[src/design/dtfe_pkg.sv]
`timescale 1ns / 1ps
// ----------------------------------------------------------------------------
// Date/time field editor package
// Shared types, constants and calendar helpers for the field editor.
// ----------------------------------------------------------------------------
package dtfe_pkg;

	typedef enum logic [1:0] {
		ACT_NEXT_FIELD = 2'd0,
		ACT_INCREMENT  = 2'd1,
		ACT_DECREMENT  = 2'd2,
		ACT_LOAD       = 2'd3
	} dtfe_action_t;

	typedef enum logic [2:0] {
		FLD_YEAR   = 3'd0,
		FLD_MONTH  = 3'd1,
		FLD_DAY    = 3'd2,
		FLD_HOUR   = 3'd3,
		FLD_MINUTE = 3'd4,
		FLD_SECOND = 3'd5
	} dtfe_field_t;

	typedef struct packed {
		logic [6:0] year;
		logic [3:0] month;
		logic [4:0] day;
		logic [4:0] hour;
		logic [5:0] minute;
		logic [5:0] second;
	} dtfe_time_t;

	localparam int unsigned IN_DATA_W  = 40;
	localparam int unsigned IN_USER_W  = 2;
	localparam int unsigned OUT_DATA_W = 40;
	localparam int unsigned OUT_USER_W = 1;

	localparam logic [2:0] NUM_FIELDS = 3'd6;

	localparam logic [6:0] YEAR_MAX   = 7'd99;
	localparam logic [6:0] MONTH_MIN  = 7'd1;
	localparam logic [6:0] MONTH_MAX  = 7'd12;
	localparam logic [6:0] DAY_MIN    = 7'd1;
	localparam logic [6:0] HOUR_MAX   = 7'd23;
	localparam logic [6:0] MINSEC_MAX = 7'd59;
	localparam logic [6:0] ZERO_VAL   = 7'd0;

	localparam dtfe_time_t TIME_RESET = '{
		year:   7'd26,
		month:  4'd7,
		day:    5'd5,
		hour:   5'd23,
		minute: 6'd59,
		second: 6'd55
	};

	function automatic logic [4:0] days_in_month(input logic [3:0] month,
		input logic [6:0] year);
		logic [4:0] len;
		case (month)
			4'd4, 4'd6, 4'd9, 4'd11: len = 5'd30;
			4'd2:                    len = (year[1:0] == 2'b00) ? 5'd29 : 5'd28;
			default:                 len = 5'd31;
		endcase
		return len;
	endfunction

	function automatic logic [6:0] wrap_up(input logic [6:0] v, input logic [6:0] lo,
		input logic [6:0] hi);
		return (v >= hi || v < lo) ? lo : v + 7'd1;
	endfunction

	function automatic logic [6:0] wrap_down(input logic [6:0] v, input logic [6:0] lo,
		input logic [6:0] hi);
		return (v <= lo || v > hi) ? hi : v - 7'd1;
	endfunction

endpackage

[src/design/dtfe_next.sv]
`timescale 1ns / 1ps
// ----------------------------------------------------------------------------
// Date/time field editor next-state logic
// Applies one key action to the held date, time and selection.
// ----------------------------------------------------------------------------
module dtfe_next (
	input  dtfe_pkg::dtfe_action_t action,
	input  dtfe_pkg::dtfe_time_t   cur_time,
	input  logic [2:0]             cur_sel,
	input  dtfe_pkg::dtfe_time_t   load_time,
	output dtfe_pkg::dtfe_time_t   nxt_time,
	output logic [2:0]             nxt_sel,
	output logic                   rejected
);
	import dtfe_pkg::*;

	dtfe_time_t edit_time;
	logic       up;
	logic [6:0] len;
	logic [6:0] v;
	logic [6:0] r;
	logic       load_ok;

	always_comb begin
		up  = (action == ACT_INCREMENT);
		len = {2'b00, days_in_month(cur_time.month, cur_time.year)};
		edit_time = cur_time;
		case (cur_sel)
			FLD_YEAR: begin
				v = cur_time.year;
				r = up ? wrap_up(v, ZERO_VAL, YEAR_MAX) : wrap_down(v, ZERO_VAL, YEAR_MAX);
				edit_time.year = r;
			end
			FLD_MONTH: begin
				v = {3'b000, cur_time.month};
				r = up ? wrap_up(v, MONTH_MIN, MONTH_MAX) : wrap_down(v, MONTH_MIN, MONTH_MAX);
				edit_time.month = r[3:0];
			end
			FLD_DAY: begin
				v = {2'b00, cur_time.day};
				r = up ? wrap_up(v, DAY_MIN, len) : wrap_down(v, DAY_MIN, len);
				edit_time.day = r[4:0];
			end
			FLD_HOUR: begin
				v = {2'b00, cur_time.hour};
				r = up ? wrap_up(v, ZERO_VAL, HOUR_MAX) : wrap_down(v, ZERO_VAL, HOUR_MAX);
				edit_time.hour = r[4:0];
			end
			FLD_MINUTE: begin
				v = {1'b0, cur_time.minute};
				r = up ? wrap_up(v, ZERO_VAL, MINSEC_MAX) : wrap_down(v, ZERO_VAL, MINSEC_MAX);
				edit_time.minute = r[5:0];
			end
			FLD_SECOND: begin
				v = {1'b0, cur_time.second};
				r = up ? wrap_up(v, ZERO_VAL, MINSEC_MAX) : wrap_down(v, ZERO_VAL, MINSEC_MAX);
				edit_time.second = r[5:0];
			end
			default: begin
				v = ZERO_VAL;
				r = ZERO_VAL;
			end
		endcase
		// A month or year change can leave the day past the end of the month.
		if (edit_time.day > days_in_month(edit_time.month, edit_time.year)) begin
			edit_time.day = 5'd1;
		end
	end

	always_comb begin
		load_ok = ({1'b0, load_time.year} <= {1'b0, YEAR_MAX})
			&& ({3'b000, load_time.month} >= MONTH_MIN)
			&& ({3'b000, load_time.month} <= MONTH_MAX)
			&& ({2'b00, load_time.day} >= DAY_MIN)
			&& (load_time.day <= days_in_month(load_time.month, load_time.year))
			&& ({2'b00, load_time.hour} <= HOUR_MAX)
			&& ({1'b0, load_time.minute} <= MINSEC_MAX)
			&& ({1'b0, load_time.second} <= MINSEC_MAX);
	end

	always_comb begin
		nxt_time = cur_time;
		nxt_sel  = cur_sel;
		rejected = 1'b0;
		case (action)
			ACT_NEXT_FIELD: begin
				nxt_sel = (cur_sel + 3'd1 >= NUM_FIELDS || cur_sel == 3'd7) ? 3'd0
					: cur_sel + 3'd1;
			end
			ACT_INCREMENT, ACT_DECREMENT: begin
				nxt_time = edit_time;
			end
			ACT_LOAD: begin
				if (load_ok) begin
					nxt_time = load_time;
				end else begin
					rejected = 1'b1;
				end
			end
			default: begin
				nxt_time = cur_time;
			end
		endcase
	end

endmodule

[src/design/date_time_field_editor.sv]
`timescale 1ns / 1ps
// ----------------------------------------------------------------------------
// Date/time field editor
// Setting-screen editor for a two-digit year, month, day, hour, minute and
// second with a selected-field index, driven by one key action per beat.
// ----------------------------------------------------------------------------
// Each input beat carries one key action and is answered by exactly one
// output beat showing all six fields, the selection and a load-rejected
// flag. The block takes one beat per clock cycle unless the output side
// stalls; an accepted key lands in the input register, and its result beat
// is offered on the output from the result register, which loads together
// with the field registers. Stalls on the output side hold both stages and
// the field registers in place.
module date_time_field_editor (
	input  logic                            clk,
	input  logic                            arst_n,
	input  logic                            s_tvalid,
	output logic                            s_tready,
	// load_year[6:0], load_month[10:7], load_day[15:11], load_hour[20:16],
	// load_minute[26:21], load_second[32:27], zero fill [39:33]
	input  logic [dtfe_pkg::IN_DATA_W-1:0]  s_tdata,
	// action[1:0]
	input  logic [dtfe_pkg::IN_USER_W-1:0]  s_tuser,
	output logic                            m_tvalid,
	input  logic                            m_tready,
	// year_out[6:0], month_out[10:7], day_out[15:11], hour_out[20:16],
	// minute_out[26:21], second_out[32:27], selected_out[35:33], zero fill [39:36]
	output logic [dtfe_pkg::OUT_DATA_W-1:0] m_tdata,
	// load_rejected[0]
	output logic [dtfe_pkg::OUT_USER_W-1:0] m_tuser
);
	import dtfe_pkg::*;

	logic         valid_s1;
	dtfe_action_t action_s1;
	dtfe_time_t   load_s1;
	logic         valid_s2;
	logic [35:0]  data_s2;
	logic         rej_s2;
	dtfe_time_t   time_q;
	logic [2:0]   sel_q;
	dtfe_time_t   nxt_time;
	logic [2:0]   nxt_sel;
	logic         nxt_rej;
	logic         advance;

	assign advance  = !valid_s2 || m_tready;
	assign s_tready = !valid_s1 || advance;

	always_ff @(posedge clk or negedge arst_n) begin
		if (!arst_n) begin
			valid_s1 <= 1'b0;
		end else if (s_tready) begin
			valid_s1 <= s_tvalid;
		end
	end

	always_ff @(posedge clk) begin
		if (s_tready && s_tvalid) begin
			action_s1     <= dtfe_action_t'(s_tuser[1:0]);
			load_s1.year   <= s_tdata[6:0];
			load_s1.month  <= s_tdata[10:7];
			load_s1.day    <= s_tdata[15:11];
			load_s1.hour   <= s_tdata[20:16];
			load_s1.minute <= s_tdata[26:21];
			load_s1.second <= s_tdata[32:27];
		end
	end

	dtfe_next u_next (
		.action    (action_s1),
		.cur_time  (time_q),
		.cur_sel   (sel_q),
		.load_time (load_s1),
		.nxt_time  (nxt_time),
		.nxt_sel   (nxt_sel),
		.rejected  (nxt_rej)
	);

	always_ff @(posedge clk or negedge arst_n) begin
		if (!arst_n) begin
			time_q   <= TIME_RESET;
			sel_q    <= 3'd0;
			valid_s2 <= 1'b0;
		end else if (advance) begin
			valid_s2 <= valid_s1;
			if (valid_s1) begin
				time_q <= nxt_time;
				sel_q  <= nxt_sel;
			end
		end
	end

	always_ff @(posedge clk) begin
		if (advance && valid_s1) begin
			data_s2 <= {nxt_sel, nxt_time.second, nxt_time.minute, nxt_time.hour,
				nxt_time.day, nxt_time.month, nxt_time.year};
			rej_s2  <= nxt_rej;
		end
	end

	assign m_tvalid = valid_s2;
	assign m_tdata  = {{(OUT_DATA_W - 36){1'b0}}, data_s2};
	assign m_tuser  = rej_s2;

endmodule
[config.mk]
export PLATFORM = sky130hd
export DESIGN_NAME = date_time_field_editor
export DESIGN_NICKNAME = d
export VERILOG_FILES = /design/src/design/dtfe_pkg.sv /design/src/design/dtfe_next.sv /design/src/design/date_time_field_editor.sv
export SDC_FILE = /design/constraint.sdc
export NUM_CORES = 1
export LEC_CHECK = 0
export BUFFER_PORTS_ARGS = -buffer_cell sky130_fd_sc_hd__buf_2
export CAP_MARGIN = 20
export CORE_ASPECT_RATIO = 0.75
export CORE_MARGIN = 5
export CORE_UTILIZATION = 50
export CTS_CLUSTER_DIAMETER = 100
export CTS_CLUSTER_SIZE = 25
export DETAILED_ROUTE_END_ITERATION = 8
export PLACE_DENSITY_LB_ADDON = 0.12
export SLEW_MARGIN = 20
export SYNTH_ARGS = -nofsm -noshare
export SYNTH_HDL_FRONTEND = slang
export SYNTH_HIERARCHICAL = 1
export SYNTH_SLANG_ARGS = --single-unit
[constraint.sdc]
create_clock -name clk -period 10.7 [get_ports clk]
set_input_delay 0 -clock clk [delete_from_list [all_inputs] [get_ports clk]]
set_output_delay 0 -clock clk [all_outputs]
set_load 0.005 [all_outputs]
### Word level (Yosys, flattened, before mapping)

Cells that the tools add are included.

* $mul: 0
* muxes and demuxes: 36
* div/mod/pow operators: 0
* reductions and logical operators: 33
* $add $sub $neg: 13
* order comparisons: 31
* eq/ne operators: 24
* bitwise logic cells: 0
* shift-type cells: 0

Operators with widths (number)
* one-hot mux 33 bit (2 select lines): 1
* 2-to-1 mux 6 bit: 8
* 2-to-1 mux 5 bit: 9
* 2-to-1 mux 33 bit: 1
* one-hot mux 5 bit (2 select lines): 3
* 2-to-1 mux 7 bit: 4
* equality test 4 x 3 -> 1 bit (second input constant): 6
* equality test 4 bit (second input constant): 6
* 2-to-1 mux 4 bit: 4
* adder 6 x 1 -> 6 bit (second input constant): 2
* equality test 4 x 2 -> 1 bit (second input constant): 3
* >= comparator 6 bit (second input constant): 2
* > comparator 6 bit (second input constant): 2
* less-or-equal comparator 6 x 1 -> 1 bit (second input constant): 2
* less-or-equal comparator 6 bit (second input constant): 2
* logical OR 1 bit: 12
* OR reduction 4 bit: 3
* subtractor 6 x 1 -> 6 bit (second input constant): 2
* adder 5 x 1 -> 5 bit (second input constant): 2
* > comparator 5 bit: 2
* less-or-equal comparator 5 x 1 -> 1 bit (second input constant): 2
* subtractor 5 x 1 -> 5 bit (second input constant): 2
* equality test 3 bit (second input constant): 3
* logical AND 1 bit: 9
* other kinds (35): 45

* bits in read-only memories: 0
* memory bits (writable): 0
* memories: 0
* output and inout bits: 43
* input bits: 46
* word-level logic and storage cells: 155
* bits in latches: 0
* bits in registers: 110

### Logic depth before layout (Yosys ltp)

Gate-level depths: netlist of the first run.

* depth after elaboration: 11
* depth in mapped cells: 19
* mapped depth without buffers: 18

### By module

Netlist of the first run, hierarchy kept.

By module, submodules not included
* date_time_field_editor: area an instance 3777.4 µm², seq. area each 3140.5 µm², times used 1, cells an instance 161
* dtfe_next: area an instance 3244.4 µm², seq. area each 0.0 µm², times used 1, cells an instance 517

### Least setup slack after synthesis of the first run

OpenSTA, ideal clock, no wires.

* kind: register -> register
* from: register time_q[22] in the netlist's numbering
* to: register time_q[18] in the netlist's numbering
* arrival: 3927 ps
* slack: 6648 ps
* stages on the path, launching flop included: 19
* required time: 10575 ps
* path buffers: 1
* period minus slack after synthesis: 4052 ps
* setup time: 125 ps
* path through: dfstp_2 > clkbuf_1 > inv_1 > ha_1 > o21ai_0 > a21oi_1 > a21oi_1 > ha_1 > a221o_1 > nand2_1 > mux2i_1 > a222oi_1 > inv_1 > ha_1 > nor2b_1 > o21ai_0 > nor4_2 > o31ai_1 > mux2_4

RTL lines
* from (decl): RTL line date_time_field_editor.sv:40 `dtfe_time_t time_q;`
* from (signal assigned): RTL line date_time_field_editor.sv:88 `time_q <= nxt_time;`

==> impl_metrics.ini, run 1 <==
[floorplanning]
rows = 37
die-area_sq_um = 16540
initial_core_util_pct = 51.07
die_x_um = 146.8
core_sq_um = 13750
ios = 89
dieHeight_um = 112.6

[routing]
final_antenna_net_count = 0
via_per_inst = 6.282
vias = 5918
wirelength_mm = 18.80
drc_errors = 0
drt-initial-drc-count = 903
drt-pass1-iter-count = 5
avgRoutedWirePerCell_um = 19.96

[clock_tree]
clkSlewWorstSetupHoldPaths_ns = 0.07
clockBufferDepth = 2
clock-sinks = 110
cts_max_level = 3
cts_setup_buffers = 0
cts_tree = built
clock_latency_ns = 0.35
cts_buffers = 9
root_buffer = clkbuf_16
cts_resized = 0

[yosys]
synth_enable_flop_cells = 72
synth_common_cells = edfxtp_1 (72), o21ai_0 (53), nand2_1 (47)
ys_seq_area_share_pct = 44.73
synth_top_area_cell = edfxtp_1
avgSynthCellArea_sq_um = 10.36
syn_inst = 678
synth_flop_cell = edfxtp_1
async_flop_share_pct = 34.55
yosysWarnings = 6
ys_types = 75
synthTopCellsByArea = edfxtp_1 (31%), dfstp_2 (8.2%), ha_1 (6.2%)
synth_top_area_share_pct = 30.79
syn_area_sq_um = 7022
ys_seq_elements = 110
synth.most_common_cell = edfxtp_1

[cells_and_area]
fillers = 1126
syn2layout_area_growth_pct = 15.50
antenna_cells = 0
final_layout_size_suffix_gt1_share_pct = 21.77
layout.nets = 843
postLayoutCoreUtil_pct = 58.99

[setup_path]
required_ns = 10.99
arrival_ns = 4.96
crit_type = flop to flop
r2r_setup_slack_ns = 6.04
crit_path_end_kind = flop
crit_path_start_kind = flop
cp_max_fo = 12

[power]
pwr_density_cell_nw_per_um2 = 254.7
p_leak_nw = 3.242
vdd_ir_drop_max_mv = 0.1102

[global_route]
first_global_vias = 5724
grt_use_total_pct = 22.56
grt_max_degree = 43
antenna_found_initial = 0
grt_first_pass_wirelength_mm = 30.22
grt_overflow = 0

[sta]
fmax_mhz = 214.4
fin_skew_ns = 0.009242
rsz0062_at_grt = false
worst_slew_pin_slew_ns = 1.064
fin_crit_sh_pct = 43.59
setup_viol = 0
fin_crit_ns = 4.665
final_max_slew_viol_count = 0
tns_ns = 0
timing.slew.headroom_pct = 29.06
hold_violations = 0

[min_path]
hold_path.class = input port to asynchronous set/reset pin

[run]
max-cap-violations = 0

[placement]
portBuffers = 77
dp_hpwl_mm = 12.03
globalplace.congestion = 0.9890

[run_status]
outcome = complete, no violations
-- stage by stage --
stage	power (mW)	hold WS [ns]	setup slack [ns]	area, sq um	std cells
after global placement	1.640	0.1769	6.307	7412	887
after floorplan	1.452	-0.2956	6.648	7033	681
after CTS	2.048	0.3346	6.097	8108	942
after global routing	2.207	0.2507	5.737	8110	942
after detailed placement	1.676	0.1781	6.129	7412	887
final	2.066	0.1820	6.035	8110	942
-- layout make-up --
class	count	area (sq um)	share of cell area, %
Tap cell	175	219.0	2.700
Clock inverter	7	80.08	0.9873
Inverter	33	123.9	1.527
Clock buffer	9	225.2	2.777
Timing Repair Buffer	121	815.8	10.06
Sequential cell	110	3141	38.72
Multi-Input combinational cell	487	3506	43.23
-- worst paths after layout --
check / start / depth (start not counted) / endpoint
worst max-delay path: time_q[22] / 17 / time_q[18]
worst min-delay path: arst_n / 2 / time_q[18]
worst max register to register: time_q[22] / 17 / time_q[18]
worst min register to register: valid_s1 / 1 / m_tvalid
max in group asynchronous: arst_n / 2 / time_q[16]
min in group clk: s_tdata[4] / 2 / load_s1[30]
-- flip-flops by register name, indices dropped and copies added, names as in the netlist --
name	cells
sel_q	3
m_tvalid	1
data_s2	36
time_q	33
m_tuser	1
load_s1	33
action_s1	2
valid_s1	1
-- kinds of logic after synthesis --
kind of cell | count (synthesis) | synth area share, %
AOI/OAI and AO/OA | 212 | 20.49
xor gates and xnor gates | 11 | 1.372
adders and majority gates | 35 | 6.237
buffers and inverters | 84 | 5.506
DFF | 110 | 44.73
muxes | 39 | 7.751
other | 1 | 0.05341
and+or+nand+nor | 186 | 13.86
-- worst max-delay path, cell delays in order, from the launching register on --
cell and delay (ns):
dfstp_2 0.66, inv_1 0.10, ha_1 0.26, o21ai_0 0.19, a21oi_1 0.09, a21oi_1 0.27, ha_1 0.30, a221o_1 0.38
nand2_1 0.11, mux2i_1 0.08, a222oi_1 0.44, inv_1 0.09, ha_1 0.31, nor2b_1 0.13, o21ai_0 0.41, nor4_2 0.14
o31ai_1 0.41, mux2_4 0.23
-- power breakdown --
part / internal, mW / switching (mW)
combinational: 0.426 / 0.511
sequential: 0.603 / 0.177
clock: 0.185 / 0.163
-- cell usage in the layout, fill, tap and decap left out, drive strengths merged, types with 9 or more instances in the layout --
| cell | count |
|---|---|
| buf | 82 |
| edfxtp | 72 |
| o21ai | 53 |
| nand2 | 48 |
| dlygate4sd3 | 39 |
| mux2 | 36 |
| a21oi | 35 |
| ha | 35 |
| nor2 | 34 |
| inv | 33 |
| dfstp | 22 |
| nor3 | 22 |
| a22oi | 22 |
| dfrtp | 16 |
| a31oi | 16 |
| nand3 | 16 |
| o211ai | 10 |
| nand2b | 10 |
| clkbuf | 9 |
| xnor2 | 9 |
-- routing by layer --
layer  up-vias  wire [um]  GRT usage, %
li1       2738          -             -
met1      2783       8368         32.70
met2       365       8263         34.61
met3        32       1815         4.600
met4         0        352         5.890
met5         -          0             0
-- repair_timing --
action,in CTS,in global routing
endpoints found under the hold margin,53,0
endpoints found under the setup margin,0,0
hold buffers,39,0
No activity file was read; power rests on OpenSTA's default activity.
==> run 2, diff against run 1 <==
==> constraint.sdc (replaced) <==
create_clock -name clk -period 4.4 [get_ports clk]
set_input_delay 0 -clock clk [delete_from_list [all_inputs] [get_ports clk]]
set_output_delay 0 -clock clk [all_outputs]
set_load 0.005 [all_outputs]
==> run 2 against run 1 <==
  * Design area up 1.4%
  * Total power up 150%
  * Count of clock-buffer cells in the layout up 3
  * Routed wire length up 1.7%
  * Combinational power rose to 2.5 times the previous value
  * Global-route usage up 0.27 points
  * Clock skew down 0.0020 ns
  * Sequential cell count unchanged
  * Die area unchanged
  * First-iteration DRC count down 2.9%
  * Critical path type unchanged
  * Critical endpoint is now time_q[20]
  * Largest cell class unchanged
  * Highest routed layer unchanged
==> impl_metrics.ini, run 2 (same netlist as run 1, synthesis figures left out) <==
[setup_path]
r2r_setup_slack_ns = 0.21
path_cells = inv_1, ha_1, o21ai_0, a21oi_1, a21oi_2, ha_1, a221o_1, nand2_1, mux2i_1, a222oi_1, inv_1, ha_1, nor2b_1, o21ai_1, buf_4, nor3_1, o31ai_1, mux2_4
crit_path_start_kind = flop
crit_path_end_kind = flop
crit_slowest_cell = dfstp_2
cp_max_fo = 9
r2r-end = time_q[20]
crit_top_cell = ha_1
crit_type = flop to flop
worst_r2r_path_depth = 18
arrival_ns = 4.49
cp_slowest_stage_delay_ns = 0.64
timing.rr.start = time_q[23]
required_ns = 4.70

[cells_and_area]
antenna_cells = 0
layout_common_cells = buf_2 (77), edfxtp_1 (72), o21ai_0 (51)
final_cell_count_no_fill = 953
syn2layout_area_growth_pct = 17.07
seqCellArea_sq_um = 3141
final_common_cell = buf_2
fillers = 1140
largest_reg_flops = 36
top_register = data_s2
reg_top3 = data_s2 x36, load_s1 x33, time_q x33
final_layout_size_suffix_gt1_share_pct = 22.75
multi_input_area_sq_um = 3510
layout.nets = 854

[clock_tree]
clkSlewWorstSetupHoldPaths_ns = 0.07
cts_buffers = 9
clock_latency_ns = 0.36
cts_setup_buffers = 0
cts_max_level = 3
root_buffer = clkbuf_16
clockBufferDepth = 2
clock-sinks = 110
cts_tree = built

[run_status]
outcome = complete, no violations

[placement]
globalplace.congestion = 0.9908
portBuffers = 77
dpl_worst_slack_ns = 0.08072
dp_hpwl_mm = 12.62
dp.cells = 897

[run]
max-cap-violations = 0

[routing]
avgRoutedWirePerCell_um = 20.05
drt-initial-drc-count = 877
vias = 5981
wirelength_mm = 19.11
via_per_inst = 6.276
final_antenna_net_count = 0
drt-pass1-iter-count = 6
drc_errors = 0

[global_route]
grt_overflow = 0
antenna_found_initial = 0
grt_max_degree = 39
grt_use_met2_pct = 33.94
grtUsageMet3_pct = 5.125
grt.busiest_layer = met2
first_global_vias = 5480
grt_util_met1_pct = 33.50
grt_use_total_pct = 22.83
grt_first_pass_wirelength_mm = 30.00

[sta]
fin_ws_ns = 0.2071
fin_crit_sh_pct = 95.29
hold-worst-slack_ns = 0.08088
timing.slew.headroom_pct = 25.81
fin_skew_ns = 0.007286
hold_violations = 0
fin_crit_ns = 4.193
fmax_mhz = 238.5
setup_viol = 0
final_max_slew_viol_count = 0
worst_slew_pin_slew_ns = 1.111

[floorplanning]
dieHeight_um = 112.6
die-area_sq_um = 16540
ios = 89
rows = 37
core_sq_um = 13750
initial_core_util_pct = 51.07
die_x_um = 146.8

[min_path]
hold_path.class = input port to asynchronous set/reset pin

[power]
vdd_ir_drop_max_mv = 0.3031
pwr_density_cell_nw_per_um2 = 624.3
p_leak_nw = 3.304
run 2: cell types whose count changed in the layout (fill, tap and decap cells not counted), sizes merged:
cell,delta
buf,+11
bufinv,+1
clkbuf,+3
clkinv,-2
inv,-2
run 2: how the worst max path moves through the flow:
stage | startpoint | endpoint | cells past startpoint
floorplan | time_q[22] | time_q[18] | 18
global placement | time_q[23] | time_q[20] | 18
detailed placement | time_q[23] | time_q[20] | 18
CTS | time_q[23] | time_q[20] | 18
global route | time_q[23] | time_q[20] | 18
finish | time_q[23] | time_q[20] | 18
run 2: report_power, final:
part           internal, mW  leakage [nW]  switching (mW)
clock network         0.514         0.153           0.369
logic                  1.08          2.01            1.29
registers              1.47          1.14           0.413
run 2: critical path, delay by kind of cell, from the launching register on:
kind                       cells  cell delay, ns
AOI/OAI and AO/OA              7            1.74
adders and majority gates      3            0.84
DFF                            1            0.64
buffers and inverters          3            0.36
muxes                          2            0.28
and+or+nand+nor                3            0.28
run 2: per-layer routing:
metal | up-vias | part of all wire, %
met2 | 315 | 44
met1 | 2882 | 46
met4 | 0 | 1.7
li1 | 2752 | -
met5 | - | 0
met3 | 32 | 7.9
run 2: timing repair:
| action | CTS | global route |
|---|---|---|
| hold endpoints to repair | 53 | 0 |
| gates resized for setup | 0 | 3 |
| hold buffers | 39 | 0 |
| setup endpoints to repair | 0 | 9 |
run 2: metrics by stage:
stage	utilization (%)	setup TNS [ns]	total power, mW	instance area (sq um)
after global placement	54.45	0	4.048	7487
after global routing	59.79	-0.004778	5.448	8220
after CTS	59.61	0	5.075	8197
final	59.79	0	5.132	8220
after floorplan	-	0	3.530	7033
after detailed placement	54.45	0	4.136	7487
run 2: area by class of cell:
cell class / count / area share (%)
clock buffer: 12 / 2.998
clock inverter: 4 / 0.8828
inverter: 33 / 1.507
multi-input combinational: 487 / 42.69
sequential: 110 / 38.20
tap: 175 / 2.664
timing repair buffer: 132 / 11.05
==> run 3, diff against run 2 <==
--- a/config.mk
+++ b/config.mk
@@ -8,9 +8,9 @@
 export BUFFER_PORTS_ARGS = -buffer_cell sky130_fd_sc_hd__buf_2
 export CAP_MARGIN = 20
 export CORE_ASPECT_RATIO = 0.75
-export CORE_MARGIN = 5
+export CORE_MARGIN = 3
 export CORE_UTILIZATION = 50
-export CTS_CLUSTER_DIAMETER = 100
+export CTS_CLUSTER_DIAMETER = 120
 export CTS_CLUSTER_SIZE = 25
 export DETAILED_ROUTE_END_ITERATION = 8
 export PLACE_DENSITY_LB_ADDON = 0.12
==> run 3 against run 2 <==
  * Utilization increased by 1.7 points
  * Worst hold slack improved by 0.27 ns
  * Critical path depth unchanged
  * Non-clock buffer count increased by 2
  * Largest power group unchanged
==> impl_metrics.ini, run 3 (same netlist as run 1, synthesis figures left out) <==
[setup_path]
crit_path_start_kind = flop
crit_path_end_kind = flop
arrival_ns = 4.41
r2r-end = time_q[20]
crit_type = flop to flop
required_ns = 4.69
r2r_setup_slack_ns = 0.28
worst_r2r_path_depth = 18
timing.rr.start = time_q[27]
cp_max_fo = 10

[min_path]
hp-start = s_tdata[4]
hold_path.class = input port to flop
min_to = load_s1[30]
hold_path_depth = 2

[clock_tree]
clock-sinks = 110
clock_latency_ns = 0.35
cts_tree = built
clockBufferDepth = 2
clkSlewWorstSetupHoldPaths_ns = 0.08
cts_buffers = 9
root_buffer = clkbuf_16
cts_max_level = 3

[cells_and_area]
final_common_cell = buf_2
seqCellArea_sq_um = 3141
top_register = data_s2
final_cell_count_no_fill = 951
final_layout_size_suffix_gt1_share_pct = 23.72
layout_common_cells = buf_2 (77), edfxtp_1 (72), o21ai_0 (52)
largest_reg_flops = 36
multi_input_area_sq_um = 3542
final_cell_area_sq_um = 8204
syn2layout_area_growth_pct = 16.84
fillers = 1083
layout.nets = 856
antenna_cells = 0
reg_top3 = data_s2 x36, load_s1 x33, time_q x33
postLayoutCoreUtil_pct = 61.53

[power]
vdd_ir_drop_max_mv = 0.2680
p_leak_nw = 3.302
pwr_density_cell_nw_per_um2 = 617.3

[placement]
portBuffers = 77
dp_hpwl_mm = 12.64
dpl-instance-area_sq_um = 7490
globalplace.congestion = 0.9339
dp.cells = 894

[sta]
fin_crit_ns = 4.119
fmax_mhz = 242.8
rsz0062_at_grt = false
tns_ns = 0
worst_slew_pin_slew_ns = 1.157
fin_crit_sh_pct = 93.61
final_max_slew_viol_count = 0
timing.slew.headroom_pct = 22.70
hold_violations = 0
fin_skew_ns = 0.01246
setup_viol = 0

[routing]
final_antenna_net_count = 0
vias = 5943
wirelength_mm = 19.05
drt-initial-drc-count = 742
drc_errors = 0
avgRoutedWirePerCell_um = 20.03
via_per_inst = 6.249
drt-pass1-iter-count = 6

[floorplanning]
die_x_um = 142.8
die-area_sq_um = 15520
initial_core_util_pct = 52.67
core_sq_um = 13330
rows = 36
dieHeight_um = 108.6
ios = 89

[global_route]
grt_use_total_pct = 24.37
grt_max_degree = 39
first_global_vias = 5459
antenna_found_initial = 0
grt_overflow = 0
grt_first_pass_wirelength_mm = 29.59

[run_status]
outcome = complete, no violations

[run]
max-cap-violations = 0
==> run 3: changes by cell type in the layout (fill, tap and decap cells not counted) <==
cell | previous run | this run
o21ai_2 | 0 | 1
o21ai_1 | 2 | 0
bufinv_16 | 2 | 0
nor4_2 | 1 | 0
o21ai_0 | 51 | 52
o31ai_2 | 0 | 4
nor4_4 | 0 | 1
buf_4 | 15 | 18
o31ai_1 | 4 | 0
buf_12 | 1 | 0
inv_6 | 0 | 3
clkbuf_1 | 2 | 1
clkinv_2 | 1 | 2
clkbuf_8 | 1 | 0
==> run 3: how the worst max path moves through the flow <==
stage                from  cells past startpoint  slack (ns)         end
2_1_floorplan  time_q[22]                     18        0.35  time_q[18]
3_3_place_gp   time_q[23]                     17        0.19  time_q[18]
3_5_place_dp   time_q[23]                     17       -0.01  time_q[18]
4_1_cts        time_q[23]                     17        0.03  time_q[18]
5_1_grt        time_q[27]                     18        0.05  time_q[20]
6_report       time_q[27]                     18        0.28  time_q[20]
==> run 3: per-stage QoR <==
stage | setup slack (ns) | power (mW) | hold WS [ns]
after floorplan | 0.3482 | 3.530 | -0.2956
after global placement | 0.1948 | 4.053 | 0.1760
after detailed placement | -0.01102 | 4.131 | 0.1781
after CTS | 0.03176 | 4.959 | 0.3374
after global routing | 0.04931 | 5.395 | 0.3469
final | 0.2812 | 5.065 | 0.3507
==> run 3: final cells by class <==
cell class                 count  area share, %
multi-input combinational    487          43.18
sequential                   110          38.28
timing repair buffer         134          11.10
clock buffer                  10          2.791
tap                          171          2.608
inverter                      33          1.510
clock inverter                 6         0.5338
==> run 3: where the power goes <==
group | switching (mW) | internal (mW) | leakage (nW) | total (mW)
Sequential | 0.419 | 1.47 | 1.14 | 1.88
Clock | 0.387 | 0.389 | 0.134 | 0.776
Combinational | 1.31 | 1.09 | 2.03 | 2.40
Total | 2.12 | 2.95 | 3.30 | 5.06
==> run 3: timing repair <==
item / CTS / global route
hold buffers: 39 / 0
setup buffers: 0 / 2
gates resized for setup: 1 / 7
hold endpoints to repair: 53 / 0
endpoints found under the setup margin: 1 / 10
pin swaps: 0 / 2
==> run 3: routing by layer <==
metal	part of all wire (%)	global-route usage, %	routed length (um)	vias to the layer above
met4	1.4	6.920	272	0
met3	6.5	4.954	1245	27
met2	45	37.13	8522	285
met1	47	35.47	9012	2865
li1	-	-	-	2766
met5	0	0	0	-
==> run 3: critical path, cell delays in order (launching register included) <==
cell      delay [ns]
dfstp_2         0.63
inv_1           0.10
ha_1            0.25
nand2b_1        0.17
a21oi_1         0.18
a21oi_2         0.08
ha_1            0.32
nand2b_1        0.10
a21oi_1         0.12
o21ai_0         0.30
nor2_1          0.12
a222oi_1        0.32
inv_1           0.09
ha_1            0.31
nor2b_1         0.14
o21ai_2         0.21
nor3_1          0.10
o31ai_2         0.31
mux2_4          0.20
